## src/rtl/ticketed_reader_writer_lock_assert.svh

```systemverilog
// Assertion macros for the ticketed reader/writer lock.
`ifndef TICKETED_READER_WRITER_LOCK_ASSERT_SVH
`define TICKETED_READER_WRITER_LOCK_ASSERT_SVH
`ifndef NO_ASSERTIONS
`define TRWL_ASSERT_IMP(lbl, ck, rn, a, c) \
  lbl: assert property (@(posedge ck) disable iff (!(rn)) (a) |-> (c)) \
    else $error("lock invariant violated");
`define TRWL_ASSERT_NXT(lbl, ck, rn, a, c) \
  lbl: assert property (@(posedge ck) disable iff (!(rn)) (a) |=> (c)) \
    else $error("lock sequencing violated");
`else
`define TRWL_ASSERT_IMP(lbl, ck, rn, a, c)
`define TRWL_ASSERT_NXT(lbl, ck, rn, a, c)
`endif
`endif

```

## src/rtl/trwl_pkg.sv

```systemverilog
// Shared constants, codes and types of the ticketed reader/writer lock.
package trwl_pkg;
  localparam int MAX_READERS = 8;
  localparam int MAX_WAITERS = 16;
  localparam int ID_BITS     = 16;
  localparam int TICKET_W    = 16;
  localparam int RD_IDX_W    = $clog2(MAX_READERS);
  localparam int AB_IDX_W    = $clog2(MAX_WAITERS);
  localparam int RD_CNT_W    = $clog2(MAX_READERS + 1);

  localparam logic [2:0] CMD_ACQUIRE = 3'd0;
  localparam logic [2:0] CMD_TRY     = 3'd1;
  localparam logic [2:0] CMD_POLL    = 3'd2;
  localparam logic [2:0] CMD_CANCEL  = 3'd3;
  localparam logic [2:0] CMD_RELEASE = 3'd4;

  localparam logic [2:0] ST_OK       = 3'd0;
  localparam logic [2:0] ST_WAIT     = 3'd1;
  localparam logic [2:0] ST_DEADLOCK = 3'd2;
  localparam logic [2:0] ST_BUSY     = 3'd3;
  localparam logic [2:0] ST_INVALID  = 3'd4;
  localparam logic [2:0] ST_INTR     = 3'd5;

  typedef enum logic [6:0] {
    S_IDLE = 7'b0000001,
    S_ARD  = 7'b0000010,
    S_ACMP = 7'b0000100,
    S_RRD  = 7'b0001000,
    S_RCMP = 7'b0010000,
    S_EXEC = 7'b0100000,
    S_OUT  = 7'b1000000
  } state_t;
endpackage

```

## src/rtl/trwl_ram.sv

```systemverilog
// Simple dual-port RAM, one write and one registered read port.
module trwl_ram #(
  parameter int DEPTH = 8,
  parameter int WIDTH = 16
) (
  input  logic                     clk,
  input  logic                     we,
  input  logic [$clog2(DEPTH)-1:0] waddr,
  input  logic [WIDTH-1:0]         wdata,
  input  logic [$clog2(DEPTH)-1:0] raddr,
  output logic [WIDTH-1:0]         rdata
);
  logic [WIDTH-1:0] mem [DEPTH];

  always_ff @(posedge clk) begin
    if (we) begin
      mem[waddr] <= wdata;
    end
    rdata <= mem[raddr];
  end
endmodule

```

## src/rtl/ticketed_reader_writer_lock.sv

```systemverilog
// Ticketed reader/writer lock: top level with sequencer and state tables.
//
// A fair reader/writer lock that serves tickets strictly in order. Each input
// beat carries a command (acquire, try acquire, poll, cancel, release), a
// nonzero requester id, the write flag, a ticket and the file's locked flag;
// each input beat yields exactly one output beat with a status, the ticket
// issued by an acquire (else zero) and the new locked flag. Reader ids and
// abandoned tickets live in two small RAMs with registered read ports; their
// valid bits, the ticket counters and the writer id are flops. An item that
// needs no table search steps from idle through execute to output. A poll or
// cancel searches the abandoned table entry by entry, a read state and then a
// compare state per entry, a read release searches the reader table the same
// way, and every time the serving ticket advances the abandoned table is
// rescanned once per skipped ticket. Items are handled one at a time; the next
// input beat is taken as soon as the result sits in the output register, even
// while that result is still stalled. RAM writes happen only in the execute
// step, so no read of the same entry ever overlaps them.
module ticketed_reader_writer_lock (
  input  logic        clk,
  input  logic        rst_n,
  input  logic        in_valid,
  output logic        in_stall,
  input  logic [2:0]  in_command,
  input  logic [15:0] in_requester_id,
  input  logic        in_wants_write,
  input  logic [15:0] in_ticket,
  input  logic        in_file_locked,
  output logic        out_valid,
  input  logic        out_stall,
  output logic [2:0]  out_status,
  output logic [15:0] out_issued_ticket,
  output logic        out_file_locked_next
);
  `include "ticketed_reader_writer_lock_assert.svh"

  localparam int TW = trwl_pkg::TICKET_W;
  localparam int IW = trwl_pkg::ID_BITS;
  localparam int NR = trwl_pkg::MAX_READERS;
  localparam int NA = trwl_pkg::MAX_WAITERS;
  localparam int RX = trwl_pkg::RD_IDX_W;
  localparam int AX = trwl_pkg::AB_IDX_W;
  localparam int RC = trwl_pkg::RD_CNT_W;

  trwl_pkg::state_t state_r, state_nxt;

  // Latched request beat.
  logic [2:0]    cmd_r;
  logic [IW-1:0] id_r;
  logic          wr_r, fl_r;
  logic [TW-1:0] tk_r;

  // Lock state.
  logic [TW-1:0] next_r, next_nxt, serv_r, serv_nxt;
  logic [IW-1:0] writer_r, writer_nxt;
  logic [NR-1:0] rvalid_r, rvalid_nxt;
  logic [RC-1:0] rtotal_r, rtotal_nxt;
  logic [NA-1:0] avalid_r, avalid_nxt;

  // Search bookkeeping.
  logic [AX-1:0] adx_r, adx_nxt;
  logic [RX-1:0] rdx_r, rdx_nxt;
  logic          adv_r, adv_nxt;
  logic          ahit_r, ahit_nxt, rhit_r, rhit_nxt;
  logic [RX-1:0] rhit_idx_r, rhit_idx_nxt;

  // Result of the item, then the output register.
  logic [2:0]    st_r, st_nxt;
  logic [TW-1:0] iss_r, iss_nxt;
  logic          fln_r, fln_nxt;
  logic          ov_r;
  logic [2:0]    os_r;
  logic [TW-1:0] oi_r;
  logic          of_r;

  // RAM ports.
  logic          rd_we, ab_we;
  logic [RX-1:0] rd_waddr;
  logic [AX-1:0] ab_waddr;
  logic [IW-1:0] rd_rdata;
  logic [TW-1:0] ab_rdata;

  trwl_ram #(.DEPTH(NR), .WIDTH(IW)) u_readers (
    .clk(clk), .we(rd_we), .waddr(rd_waddr), .wdata(id_r),
    .raddr(rdx_r), .rdata(rd_rdata)
  );

  trwl_ram #(.DEPTH(NA), .WIDTH(TW)) u_abandoned (
    .clk(clk), .we(ab_we), .waddr(ab_waddr), .wdata(tk_r),
    .raddr(adx_r), .rdata(ab_rdata)
  );

  // Lowest free reader slot and lowest free abandoned entry.
  logic [RX-1:0] rfree_idx;
  logic [AX-1:0] afree_idx;
  logic          rfull, afull;

  always_comb begin
    rfree_idx = '0;
    for (int i = NR - 1; i >= 0; i--) begin
      if (!rvalid_r[i]) rfree_idx = RX'(i);
    end
    afree_idx = '0;
    for (int i = NA - 1; i >= 0; i--) begin
      if (!avalid_r[i]) afree_idx = AX'(i);
    end
    rfull = &rvalid_r;
    afull = &avalid_r;
  end

  logic          can_grant, waiting, id_bad, grant, advance;
  logic [TW-1:0] dist_t, dist_n, akey;

  assign akey      = adv_r ? serv_r : tk_r;
  assign id_bad    = (id_r == '0) || (cmd_r > trwl_pkg::CMD_RELEASE);
  assign can_grant = (writer_r == '0) && (wr_r ? (rtotal_r == '0) : !rfull);
  assign dist_t    = tk_r - serv_r;
  assign dist_n    = next_r - serv_r;
  assign waiting   = (dist_t < dist_n) && !ahit_r;

  always_comb begin
    state_nxt    = state_r;
    next_nxt     = next_r;
    serv_nxt     = serv_r;
    writer_nxt   = writer_r;
    rvalid_nxt   = rvalid_r;
    rtotal_nxt   = rtotal_r;
    avalid_nxt   = avalid_r;
    adx_nxt      = adx_r;
    rdx_nxt      = rdx_r;
    adv_nxt      = adv_r;
    ahit_nxt     = ahit_r;
    rhit_nxt     = rhit_r;
    rhit_idx_nxt = rhit_idx_r;
    st_nxt       = st_r;
    iss_nxt      = iss_r;
    fln_nxt      = fln_r;
    rd_we        = 1'b0;
    ab_we        = 1'b0;
    rd_waddr     = rfree_idx;
    ab_waddr     = afree_idx;
    grant        = 1'b0;
    advance      = 1'b0;

    case (state_r)
      trwl_pkg::S_IDLE: begin
        if (in_valid) begin
          adx_nxt  = '0;
          rdx_nxt  = '0;
          adv_nxt  = 1'b0;
          ahit_nxt = 1'b0;
          rhit_nxt = 1'b0;
          if (in_requester_id != '0 && (in_command == trwl_pkg::CMD_POLL ||
              in_command == trwl_pkg::CMD_CANCEL)) begin
            state_nxt = trwl_pkg::S_ARD;
          end else if (in_requester_id != '0 && in_command == trwl_pkg::CMD_RELEASE &&
                       !in_wants_write && in_file_locked && rtotal_r != '0) begin
            state_nxt = trwl_pkg::S_RRD;
          end else begin
            state_nxt = trwl_pkg::S_EXEC;
          end
        end
      end
      trwl_pkg::S_ARD: state_nxt = trwl_pkg::S_ACMP;
      trwl_pkg::S_ACMP: begin
        if (avalid_r[adx_r] && ab_rdata == akey) begin
          if (adv_r) begin
            // Skip and drop the abandoned ticket, then rescan from the top.
            avalid_nxt[adx_r] = 1'b0;
            serv_nxt          = serv_r + 1'b1;
            adx_nxt           = '0;
            state_nxt         = trwl_pkg::S_ARD;
          end else begin
            ahit_nxt  = 1'b1;
            state_nxt = trwl_pkg::S_EXEC;
          end
        end else if (adx_r == AX'(NA - 1)) begin
          state_nxt = adv_r ? trwl_pkg::S_OUT : trwl_pkg::S_EXEC;
        end else begin
          adx_nxt   = adx_r + 1'b1;
          state_nxt = trwl_pkg::S_ARD;
        end
      end
      trwl_pkg::S_RRD: state_nxt = trwl_pkg::S_RCMP;
      trwl_pkg::S_RCMP: begin
        if (rvalid_r[rdx_r] && rd_rdata == id_r) begin
          rhit_nxt     = 1'b1;
          rhit_idx_nxt = rdx_r;
          state_nxt    = trwl_pkg::S_EXEC;
        end else if (rdx_r == RX'(NR - 1)) begin
          state_nxt = trwl_pkg::S_EXEC;
        end else begin
          rdx_nxt   = rdx_r + 1'b1;
          state_nxt = trwl_pkg::S_RRD;
        end
      end
      trwl_pkg::S_EXEC: begin
        st_nxt  = trwl_pkg::ST_INVALID;
        iss_nxt = '0;
        fln_nxt = fl_r;
        if (id_bad) begin
          st_nxt = trwl_pkg::ST_INVALID;
        end else begin
          case (cmd_r)
            trwl_pkg::CMD_ACQUIRE: begin
              if (writer_r == id_r) begin
                st_nxt = trwl_pkg::ST_DEADLOCK;
              end else if (!wr_r && rfull) begin
                st_nxt = trwl_pkg::ST_BUSY;
              end else begin
                iss_nxt  = next_r;
                next_nxt = next_r + 1'b1;
                if (next_r == serv_r && can_grant) begin
                  grant   = 1'b1;
                  advance = 1'b1;
                  st_nxt  = trwl_pkg::ST_OK;
                  fln_nxt = 1'b1;
                end else begin
                  st_nxt = trwl_pkg::ST_WAIT;
                end
              end
            end
            trwl_pkg::CMD_TRY: begin
              if (next_r != serv_r || writer_r == id_r || !can_grant) begin
                st_nxt = trwl_pkg::ST_BUSY;
              end else begin
                grant   = 1'b1;
                st_nxt  = trwl_pkg::ST_OK;
                fln_nxt = 1'b1;
              end
            end
            trwl_pkg::CMD_POLL: begin
              if (!waiting) begin
                st_nxt = trwl_pkg::ST_INVALID;
              end else if (tk_r == serv_r && can_grant) begin
                grant   = 1'b1;
                advance = 1'b1;
                st_nxt  = trwl_pkg::ST_OK;
                fln_nxt = 1'b1;
              end else begin
                st_nxt = trwl_pkg::ST_WAIT;
              end
            end
            trwl_pkg::CMD_CANCEL: begin
              if (!waiting) begin
                st_nxt = trwl_pkg::ST_INVALID;
              end else if (tk_r == serv_r) begin
                advance = 1'b1;
                st_nxt  = trwl_pkg::ST_INTR;
              end else if (!afull) begin
                ab_we                 = 1'b1;
                avalid_nxt[afree_idx] = 1'b1;
                st_nxt                = trwl_pkg::ST_INTR;
              end else begin
                st_nxt = trwl_pkg::ST_BUSY;
              end
            end
            trwl_pkg::CMD_RELEASE: begin
              if (!fl_r) begin
                st_nxt = trwl_pkg::ST_INVALID;
              end else if (wr_r) begin
                if (writer_r == id_r) begin
                  writer_nxt = '0;
                  if (rtotal_r == '0) fln_nxt = 1'b0;
                  st_nxt = trwl_pkg::ST_OK;
                end
              end else if (rhit_r) begin
                rvalid_nxt[rhit_idx_r] = 1'b0;
                rtotal_nxt             = rtotal_r - 1'b1;
                if (rtotal_r == RC'(1) && writer_r == '0) fln_nxt = 1'b0;
                st_nxt = trwl_pkg::ST_OK;
              end
            end
            default: st_nxt = trwl_pkg::ST_INVALID;
          endcase
        end
        if (grant) begin
          if (wr_r) begin
            writer_nxt = id_r;
          end else begin
            rd_we                 = 1'b1;
            rvalid_nxt[rfree_idx] = 1'b1;
            rtotal_nxt            = rtotal_r + 1'b1;
          end
        end
        if (advance) begin
          // Step past the served ticket, then skip any abandoned ones.
          serv_nxt  = serv_r + 1'b1;
          adv_nxt   = 1'b1;
          adx_nxt   = '0;
          state_nxt = trwl_pkg::S_ARD;
        end else begin
          state_nxt = trwl_pkg::S_OUT;
        end
      end
      trwl_pkg::S_OUT: begin
        if (!ov_r || !out_stall) state_nxt = trwl_pkg::S_IDLE;
      end
      default: state_nxt = trwl_pkg::S_IDLE;
    endcase
  end

  always_ff @(posedge clk) begin
    if (!rst_n) begin
      state_r  <= trwl_pkg::S_IDLE;
      next_r   <= '0;
      serv_r   <= '0;
      writer_r <= '0;
      rvalid_r <= '0;
      rtotal_r <= '0;
      avalid_r <= '0;
      adv_r    <= 1'b0;
      ov_r     <= 1'b0;
    end else begin
      state_r  <= state_nxt;
      next_r   <= next_nxt;
      serv_r   <= serv_nxt;
      writer_r <= writer_nxt;
      rvalid_r <= rvalid_nxt;
      rtotal_r <= rtotal_nxt;
      avalid_r <= avalid_nxt;
      adv_r    <= adv_nxt;
      if (state_r == trwl_pkg::S_OUT && (!ov_r || !out_stall)) begin
        ov_r <= 1'b1;
      end else if (!out_stall) begin
        ov_r <= 1'b0;
      end
    end
  end

  always_ff @(posedge clk) begin
    if (state_r == trwl_pkg::S_IDLE && in_valid) begin
      cmd_r <= in_command;
      id_r  <= in_requester_id;
      wr_r  <= in_wants_write;
      tk_r  <= in_ticket;
      fl_r  <= in_file_locked;
    end
    adx_r      <= adx_nxt;
    rdx_r      <= rdx_nxt;
    ahit_r     <= ahit_nxt;
    rhit_r     <= rhit_nxt;
    rhit_idx_r <= rhit_idx_nxt;
    st_r       <= st_nxt;
    iss_r      <= iss_nxt;
    fln_r      <= fln_nxt;
    if (state_r == trwl_pkg::S_OUT && (!ov_r || !out_stall)) begin
      os_r <= st_r;
      oi_r <= iss_r;
      of_r <= fln_r;
    end
  end

  assign in_stall             = (state_r != trwl_pkg::S_IDLE);
  assign out_valid            = ov_r;
  assign out_status           = os_r;
  assign out_issued_ticket    = oi_r;
  assign out_file_locked_next = of_r;

  // Reader count tracks the slot valid bits.
  `TRWL_ASSERT_IMP(a_rtotal, clk, rst_n, 1'b1, rtotal_r == RC'($countones(rvalid_r)))
  // A writer and readers never hold the lock together.
  `TRWL_ASSERT_IMP(a_excl, clk, rst_n, writer_r != '0, rtotal_r == '0)
  // Only a waiting or granted acquire hands out a nonzero ticket.
  `TRWL_ASSERT_IMP(a_issue, clk, rst_n, ov_r && oi_r != '0,
                   os_r == trwl_pkg::ST_OK || os_r == trwl_pkg::ST_WAIT)
  // Unless the output is stalled, a finished item lands in the output register on the next edge.
  `TRWL_ASSERT_NXT(a_load, clk, rst_n, state_r == trwl_pkg::S_OUT && !out_stall, ov_r)
endmodule
```

## config.mk

```make
export PLATFORM = sky130hd
export DESIGN_NAME = ticketed_reader_writer_lock
export DESIGN_NICKNAME = d
export VERILOG_FILES = /design/src/rtl/trwl_pkg.sv /design/src/rtl/trwl_ram.sv /design/src/rtl/ticketed_reader_writer_lock.sv
export VERILOG_INCLUDE_DIRS = /design/src /design/src/rtl
export SDC_FILE = /design/constraint.sdc
export NUM_CORES = 1
export LEC_CHECK = 0
export BUFFER_PORTS_ARGS = -buffer_cell sky130_fd_sc_hd__clkbuf_2
export CAP_MARGIN = 10
export CORE_MARGIN = 2
export CORE_UTILIZATION = 50
export CTS_BUF_LIST = sky130_fd_sc_hd__clkbuf_8 sky130_fd_sc_hd__clkbuf_16
export DETAILED_ROUTE_END_ITERATION = 10
export PLACE_DENSITY = 0.67
export SLEW_MARGIN = 20
export SYNTH_ARGS = -nofsm -noshare
export SYNTH_HDL_FRONTEND = slang
export SYNTH_SLANG_ARGS = --single-unit
export TNS_END_PERCENT = 20
```

## constraint.sdc

```tcl
create_clock -name clk -period 6.25 [get_ports clk]
set_input_delay 0.3125 -clock clk [delete_from_list [all_inputs] [get_ports clk]]
set_output_delay 0.3125 -clock clk [all_outputs]
set_load 0.005 [all_outputs]
```

==> flow_summary.ini <==
[clock_network]
post_cts_resized = 0
cts_tree = yes
cts_setup_buffers = 0
path_clk_slew_ps = 70
clockBufferDepth = 3
cts_htree_levels = 2
clock_sinks = 590
clock_latency_ps = 630
numCtsBuffers = 58
cts_root_buf = clkbuf_16

[power]
p_per_area_nw_per_um2 = 359.1
combPwrFrac_pct = 16.6
p_int_mw = 7.675
power.switching_mw = 2.742
p_leak_nw = 9.895
p_seq_share_pct = 47.2
switching_share_pct = 26.32
p_clk_share_pct = 36.2
irDropWorstVdd_uv = 321.3

[timing]
period_share_pct = 92.76
finClkSkew_ps = 42.14
slew_violations = 0
slew_headroom_pct = 30.97
min_period_ps = 5798
max_freq_ghz = 0.1725
worst_slew_pin_slew_ps = 1035
setup_viol = 0
tns_ps = 0
rsz0062_at_grt = no
hold_viol_final = 0

[critical_path]
r2r-end = u_readers.mem[3][4]$_DFFE_PP_
worst-r2r-cell-count = 17
reg2reg_from = tk_r[1]$_DFFE_PP_
worstPathRequired_ps = 6480
worstPathMaxFanout = 19
ff2ff_setup_slack_ps = 450
worstSetupEndpointType = flip-flop
crit_arrival_ps = 6030
start_kind = flip-flop
critical_path_class = reg2reg

[detailed_routing]
wl_um = 57120
first_iter_violations = 1357
antenna_left = 0
firstDrtPassIters = 5
wire_per_inst_um = 22.69
vias = 14834
drt-vias-per-instance = 5.894
drc = 0

[finish]
nets = 1893
finish.utilization_pct = 57.94
largest_register = u_abandoned.mem
drive_gt1_share_pct = 19.48
reg.largest.list = u_abandoned.mem x256, u_readers.mem x128
final_cells = 2517
largest_reg_flops = 256
filler_cell_count = 3887
syn2layout_area_growth_pct = 14.83
fin_area_um2 = 29010

[placed_design]
port_buffers = 62
hpwl_um = 36570
routabilityCongestion = 0.8606
postPlaceCellArea_um2 = 26510
numPlacedInstances = 2368

[global_routing]
grt_pass1_vias = 14867
grt_pass1_wl_um = 88330
overflow = 0
grt_antenna_before_repair = 2
grt_usage_pct = 22.12
grt_max_degree = 57

[logic_synthesis]
synth-edff-count = 473
syn_area_um2 = 25270
synthesis.nets = 1749
synth_flop_cell = edfxtp_1
synth_top_cell_area_share_pct = 56.22
synthCells = 1649
async_flop_share_pct = 0
yosysWarnings = 0
synth_seq_area_share_pct = 65.49
synth_top_area_cell = edfxtp_1
ys_seq_elements = 590
yosysUniqueCellTypes = 66
avgSynthCellArea_um2 = 15.32
ys_top_cells_by_area = edfxtp_1 56%, mux4_2 11%, dfxtp_1 9.3%

[floorplan]
start_util_pct = 50.46
fp.coreArea_um2 = 50070
ioPinCount = 63
dieArea_um2 = 52340
die_x_um = 228.8
placementRows = 82
die_h_um = 228.8

[hold_path]
hold_path_startpoint = in_valid
whs_path_depth = 4
min_path_type = in2reg
hold_path_end = adv_r$_SDFFE_PN0P_

[run]
drv_cap = 0

[run_status]
status = finished clean
[critical path: stages (launching register included)]
cell      delay, ps
edfxtp_1        670
fa_1            560
a21o_1          180
a21oi_1         270
nor2_1           70
nor2_1           90
nand2_1         110
a221oi_1        420
o21ai_0         180
xor2_1          160
ha_1            290
and3_1          190
a2111o_1        420
o21bai_1        330
o31a_1          430
nor4_4          350
nand3_1         160
inv_1           500
[final cells by class]
class	count	area, µm²	share of cell area [%]
well taps	672	840.8	2.898
diodes	2	5.005	0.01725
repair buffers	139	980.9	3.381
multi-input cells	940	8280	28.54
clock inverters	45	558.0	1.923
flip-flops and latches	590	16550	57.03
inverters	64	241.5	0.8324
clock buffers	65	1559	5.374
[metal layers]
| layer | GRT usage [%] | vias to the layer above | routed length [µm] |
|---|---|---|---|
| li1 | - | 6741 | - |
| met2 | 35.69 | 528 | 27000 |
| met5 | 0 | - | 0 |
| met4 | 7.325 | 0 | 1797 |
| met1 | 31.01 | 7451 | 24900 |
| met3 | 3.493 | 114 | 3426 |
[power by group through the flow]
stage	logic, mW	clock network [mW]	registers, mW
floorplan	1.34	0	4.79
global placement	1.70	0	4.99
detailed placement	1.72	0	5.00
CTS	1.75	3.84	4.92
global route	1.88	3.99	4.95
finish	1.73	3.77	4.92
[worst max-delay path by stage]
stage                                 start                               end  slack (ps)
after detailed placement  tk_r[1]$_DFFE_PP_     u_readers.mem[3][5]$_DFFE_PP_         550
after floorplan           tk_r[0]$_DFFE_PP_  u_abandoned.mem[15][0]$_DFFE_PP_         920
after CTS                 tk_r[1]$_DFFE_PP_     u_readers.mem[3][4]$_DFFE_PP_         450
after global routing      tk_r[1]$_DFFE_PP_     u_readers.mem[3][4]$_DFFE_PP_          20
final                     tk_r[1]$_DFFE_PP_     u_readers.mem[3][4]$_DFFE_PP_         450
after global placement    tk_r[1]$_DFFE_PP_     u_readers.mem[0][0]$_DFFE_PP_         610
[metrics by stage]
stage / hold WS, ps / worst slack, ps / total power [mW]
5_1_grt: 138.2 / 20.43 / 10.82
3_3_place_gp: 401.6 / 610.3 / 6.685
4_1_cts: 94.99 / 447.6 / 10.51
2_1_floorplan: 400.3 / 918.5 / 6.136
6_report: 134.5 / 452.4 / 10.42
3_5_place_dp: 404.5 / 546.3 / 6.724
[cell usage after synthesis, drive strengths merged (7+ instances only)]
cell,count
and3,16
or2,7
nor4,38
nand4,32
ha,57
and2,23
a31oi,9
o211ai,9
mux4,118
mux2i,31
xor2,56
nor3,21
nand2b,16
edfxtp,473
nand2,89
nand3,42
a22o,16
xnor2,36
buf,21
a211oi,11
nor2b,8
inv,64
dfxtp,117
clkbuf,34
o31ai,7
nor2,71
or3,20
mux2,17
a21o,11
o21ai,57
a21oi,66
[cells in the final DEF, fill, tap and decap left out, types with 6 or more instances in the layout]
master,n
o211ai_1,9
edfxtp_1,473
xor2_1,56
clkinv_2,10
or3_1,20
and3_1,16
o31ai_1,7
nor2b_1,8
nor2_2,6
clkbuf_16,59
bufinv_16,11
nor4_1,36
nand4_1,32
o21ai_0,56
nand2_1,89
ha_1,57
dfxtp_1,117
and2_1,22
xnor2_1,36
dlygate4sd3_1,37
or2_2,7
a21oi_1,64
mux4_2,118
inv_1,72
mux2i_1,31
a31oi_1,8
a22o_1,16
nor3_1,20
nor2_1,65
clkinvlp_4,7
a21o_1,11
mux2_2,17
nand3_1,42
clkbuf_8,6
clkbuf_2,62
buf_4,40
nand2b_1,16
a211oi_1,10
[timing repair]
item,4_1_cts,5_1_grt
endpoints found under the setup margin,0,0
hold endpoints to repair,37,0
hold buffers,37,0
[cells by family (layout without fill, tap and decap cells)]
group	count (synthesis)	after routing	synth area share, %
compound gates	217	217	5.482
xor+xnor	92	92	3.189
fa+ha+maj	59	59	2.981
buf+inv	119	313	1.862
flops	590	590	65.49
mux	166	166	12.50
other cells	0	2	0
simple gates	406	406	8.493
Note: power is estimated with default switching activity, not from simulation.
